File: config.mk
export PLATFORM = sky130hd
export DESIGN_NAME = dtyp_cordic_cell
export DESIGN_NICKNAME = d
export VERILOG_FILES = /design/src/design/dtyp_pkg.sv /design/src/design/dtyp_cordic_cell.sv
export SDC_FILE = /design/constraint.sdc
export NUM_CORES = 1
export LEC_CHECK = 0
export ABC_CLOCK_PERIOD_IN_PS = 2800
export BUFFER_PORTS_ARGS = -buffer_cell sky130_fd_sc_hd__clkbuf_2
export CAP_MARGIN = 10
export CORE_MARGIN = 1.5
export CORE_UTILIZATION = 51
export DETAILED_ROUTE_END_ITERATION = 8
export GPL_TIMING_DRIVEN = 1
export PLACE_DENSITY = 0.82
export SKIP_LAST_GASP = 1
export SLEW_MARGIN = 20
export SYNTH_ARGS = -nofsm -noshare
export SYNTH_HDL_FRONTEND = slang
export SYNTH_SLANG_ARGS = --single-unit
File: constraint.sdc
create_clock -name clk -period 2.8 [get_ports clk]
set_input_delay 0.14 -clock clk [delete_from_list [all_inputs] [get_ports clk]]
set_output_delay 0.14 -clock clk [all_outputs]
set_load 0.01 [all_outputs]
File: src/design/dtyp_pkg.sv
`timescale 1ns / 1ps
`default_nettype none

package dtyp_pkg;

  localparam int COORD_BITS_DEF = 24;
  localparam int ROT_STAGES_DEF = 16;

  // normalized operands stay below 2^NORM_BITS
  localparam int NORM_BITS   = 30;
  localparam int TABLE_LEN   = 24;

  localparam int ANGLE_W     = 16;
  localparam int PITCH_W     = 15;
  localparam int CONE_W      = 16;

  // CORDIC angle accumulator, 1/65536 degree
  localparam int Z_W         = 25;
  localparam int FRAC_SHIFT  = 9;
  localparam logic signed [Z_W-1:0] ROUND_BIAS = 25'sd256;
  localparam logic signed [Z_W-1:0] DEG90_FINE = 25'sd5898240;

  // 1/128 degree
  localparam int QUARTER_TURN = 11520;
  localparam int HALF_TURN    = 23040;
  localparam int FULL_TURN    = 46080;

  localparam logic [CONE_W-1:0] CONE_RESET = 16'd11520;

  typedef struct packed {
    logic signed [ANGLE_W-1:0] cp;
    logic signed [ANGLE_W-1:0] cy;
    logic                      vert;
    logic                      dy_neg;
  } dtyp_tag_t;

  // atan(2^-i) in 1/65536 degree, rounded
  function automatic logic signed [Z_W-1:0] atan_fine(input int idx);
    logic signed [Z_W-1:0] a;
    unique case (idx)
      0:       a = 25'sd2949120;
      1:       a = 25'sd1740967;
      2:       a = 25'sd919879;
      3:       a = 25'sd466945;
      4:       a = 25'sd234379;
      5:       a = 25'sd117304;
      6:       a = 25'sd58666;
      7:       a = 25'sd29335;
      8:       a = 25'sd14668;
      9:       a = 25'sd7334;
      10:      a = 25'sd3667;
      11:      a = 25'sd1833;
      12:      a = 25'sd917;
      13:      a = 25'sd458;
      14:      a = 25'sd229;
      15:      a = 25'sd115;
      16:      a = 25'sd57;
      17:      a = 25'sd29;
      18:      a = 25'sd14;
      19:      a = 25'sd7;
      20:      a = 25'sd4;
      21:      a = 25'sd2;
      22:      a = 25'sd1;
      default: a = '0;
    endcase
    return a;
  endfunction

endpackage

`default_nettype wire

File: src/design/dtyp_cordic_cell.sv
`timescale 1ns / 1ps
`default_nettype none

// One vectoring micro-rotation; STEP selects shift and table angle.
module dtyp_cordic_cell #(
  parameter int CW   = 29,
  parameter int STEP = 0
) (
  input  wire logic                          clk,
  input  wire logic                          en,
  input  wire logic signed [CW-1:0]          x_in,
  input  wire logic signed [CW-1:0]          y_in,
  input  wire logic signed [dtyp_pkg::Z_W-1:0] z_in,
  output logic signed [CW-1:0]               x_out,
  output logic signed [CW-1:0]               y_out,
  output logic signed [dtyp_pkg::Z_W-1:0]    z_out
);

  logic signed [CW-1:0]            xs, ys;
  logic signed [CW-1:0]            x_nxt, y_nxt, x_r, y_r;
  logic signed [dtyp_pkg::Z_W-1:0] z_nxt, z_r;
  logic signed [dtyp_pkg::Z_W-1:0] ang;

  assign xs  = x_in >>> STEP;
  assign ys  = y_in >>> STEP;
  assign ang = dtyp_pkg::atan_fine(STEP);

  always_comb begin
    if (y_in > 0) begin
      x_nxt = x_in + ys;
      y_nxt = y_in - xs;
      z_nxt = z_in + ang;
    end else begin
      x_nxt = x_in - ys;
      y_nxt = y_in + xs;
      z_nxt = z_in - ang;
    end
  end

  always_ff @(posedge clk) begin
    if (en) begin
      x_r <= x_nxt;
      y_r <= y_nxt;
      z_r <= z_nxt;
    end
  end

  assign x_out = x_r;
  assign y_out = y_r;
  assign z_out = z_r;

endmodule

`default_nettype wire

==> metrics.csv <==
stage,metric,value,unit
floorplanning,Starting Density,52.1,%
clocking,post-CTS setup buffer count,0,
finish,Fillers,1117,
clocking,clk sinks,82,
global_route,Total GRT Usage,33.5,%
timing,WHS,0.115,ns
timing,Rel. slew slack,27.5,%
floorplanning,full die area,15500,um2
yosys,combinational family with the most area after synthesis,compound AO/OA/AOI/OAI gates,
timing,setup ws final,0.0525,ns
placement,final RePlAce weighted congestion,1.05,
clocking,H-tree Lvls,3,
setup_path,Worst EP arrival,2.84,ns
pwr,leakage power,4.91,nW
setup_path,crit-path max FO,4,
yosys,"top cells by area, synth","edfxtp_1 (33%), ha_1 (15%), a21oi_1 (6.4%)",
timing,RSZ-0062 raised after global routing,true,
clocking,CTS tree,done,
floorplanning,num rows,44,
timing,fmax,0.364,GHz
yosys,mux cell area share after synthesis,1.06,%
global_route,initial antenna violation count,1,
yosys,post-synth top area share,32.6,%
route,Pre-Repair DR Iteration Count,8,
route,number of vias per cell,5.91,
setup_path,Worst Setup Path Type,in2reg,
route,drt drc,0,
placement,DP Worst Slack,-0.358,ns
yosys,Synth Area in Adders,16.1,%
run,max_cap viols,0,
yosys,compound-gate portion of the synthesized area,23.6,%
yosys,Yosys cell types,61,
pwr,peak supply drop,0.000326,V
clocking,clk root buf,clkbuf_16,
yosys,Synth Area per Inst,8.78,um2
yosys,sequential fraction of the synthesis area,32.6,%
timing,fin. max-slew vios,0,
finish,fin nets,1393,
setup_path,Startpoint Class,input port,
floorplanning,Die W,125,um
placement,hpwl dp,21000,um
yosys,most numerous cell in the Yosys netlist,a21oi_1,
finish,Diodes inserted,0,
global_route,first-pass GRT wire length,41500,um
yosys,synth warn,0,
finish,design area,10500,um2
pwr,pwr dens,469,nW/um2
route,Detailed Route Iter0 Violations,1107,
yosys,Simple-Gate Fraction of Synth Area,13.0,%
clocking,CTS max path bufs,2,
timing,setup violators final,0,
timing,Slew @ Worst Pin,1.09,ns
route,via count,8285,
timing,Fin Setup TNS,0,ns
yosys,net count of the mapped netlist,1040,
finish,share of cells above drive strength 1,32.4,%
hold_path,class of the worst hold path,in2reg,
route,DRT antenna net count,0,
finish,area delta synth->final,38.7,%
timing,crit path time final,2.75,ns
yosys,number of synthesized flops with an enable pin,82,
yosys,most common library cells after synthesis,"a21oi_1 (96), ha_1 (91), inv_1 (86)",
route,DRT Wirelength,26900,um
timing,Tcrit/Tclk final,98.1,%
run_status,outcome,"complete, no violations",
placement,Area after DPL,9930,um2
clocking,Clock transition at path regs,0.07,ns
setup_path,Setup crit end kind,flop,
route,wire per inst,19.2,um
yosys,synthesis-stage register bit count,82,
timing,Final Hold Fails,0,
yosys,post-synthesis async set-or-reset flop share,0,%
yosys,Synth Flop Type,edfxtp_1,
yosys,Mapped Cells,860,
yosys,Post-Syn Area,7550,um2
clocking,cts bufs inserted,9,
global_route,grt ovf,0,
floorplanning,I/O Pins,168,
global_route,vias in the first global route,8032,
placement,Port Buf Inserts,167,
yosys,cell taking the most area after synthesis,edfxtp_1,
yosys,Post-Synth XOR/XNOR Area,7.19,%
setup_path,"Data required, critical path",2.89,ns
floorplanning,Die H,125,um
global_route,largest net degree at the start of global routing,83,
floorplanning,core area,14500,um2
state kept, by name (all words and copies together) (netlist names):
signal,cells
x_out,29
z_out,25
y_out,28
per-layer routing:
metal / wire, um / global-route usage, % / vias to the layer above
met4: 790 / 10.6 / 2
li1: - / - / 3815
met3: 2920 / 4.94 / 65
met1: 10700 / 45.2 / 3838
met5: 13 / 0 / -
met2: 12400 / 55.4 / 565
final cells by class:
class / instances / area (um2) / share of cell area [%]
multi-input combinational: 653 / 4670 / 44.6
sequential: 82 / 2460 / 23.5
timing repair buffer: 377 / 2450 / 23.4
inverter: 90 / 342 / 3.26
tap: 184 / 230 / 2.20
clock buffer: 9 / 225 / 2.15
clock inverter: 7 / 83.8 / 0.801
kinds of logic after synthesis:
logic type,Yosys count
flops,82
xor+xnor,62
mux,8
buf+inv,125
compound gates,282
simple gates,206
fa+ha+maj,95
cells in the final DEF (no fill, tap or decap), drive strengths merged, types with 4 or more instances in the layout:
| cell | synthesis | routed |
|---|---|---|
| a21oi | 96 | 96 |
| xnor2 | 54 | 54 |
| nor3 | 19 | 19 |
| o21ai | 63 | 63 |
| fa | 4 | 4 |
| o22ai | 4 | 4 |
| xor2 | 8 | 8 |
| a21o | 13 | 13 |
| inv | 86 | 89 |
| clkinv | 4 | 5 |
| o211ai | 7 | 7 |
| edfxtp | 82 | 82 |
| nand2 | 37 | 37 |
| or3 | 8 | 8 |
| mux2i | 8 | 8 |
| nand3 | 13 | 13 |
| o21a | 10 | 10 |
| clkbuf | 27 | 175 |
| or4 | 4 | 4 |
| nor2 | 75 | 75 |
| nor4 | 12 | 12 |
| a211oi | 8 | 8 |
| o31a | 6 | 6 |
| nand2b | 12 | 12 |
| buf | 8 | 195 |
| nor2b | 9 | 9 |
| ha | 91 | 91 |
| dlygate4sd3 | 0 | 16 |
| a2111oi | 10 | 10 |
| a31oi | 14 | 14 |
| o21bai | 8 | 8 |
| nand4 | 7 | 7 |
| nand3b | 4 | 4 |
| o31ai | 7 | 7 |
path summary, 6_finish.rpt:
check	from	endpoint	slack, ns	cells past startpoint
max	x_in[1]	y_out[27]$_DFFE_PP_	0.05	13
min	z_in[16]	z_out[16]$_DFFE_PP_	0.11	2
stage by stage:
| stage | cells | utilization [%] | power (mW) |
|---|---|---|---|
| after detailed placement | 1370 | 68.6 | 3.58 |
| final | 1402 | 72.3 | 4.91 |
| after global routing | 1402 | 72.3 | 5.10 |
| after floorplan | 860 | - | 2.66 |
| after CTS | 1401 | 71.8 | 4.83 |
| after global placement | 1370 | 68.6 | 3.52 |
power by group:
part	total, mW	internal [mW]	switching [mW]
Combinational	1.98	0.874	1.10
Clock	1.25	0.708	0.547
Sequential	1.68	1.60	0.0742
what timing repair did:
item	4_1_cts	5_1_grt
resized for setup	2	16
endpoints found under the hold margin	15	1
hold buffers	15	1
endpoints found under the setup margin	1	17
worst max-delay path, cell delays in order:
cell and delay [ns]:
clkbuf_2 0.10, inv_1 0.09, buf_4 0.15, ha_1 0.34, nor2b_1 0.27, o31a_1 0.23
o22ai_2 0.13, o21ai_0 0.31, o221ai_1 0.21, buf_4 0.19, o311a_1 0.34, a31oi_1 0.21
xnor2_1 0.10
(Power assumes the default switching activity.)
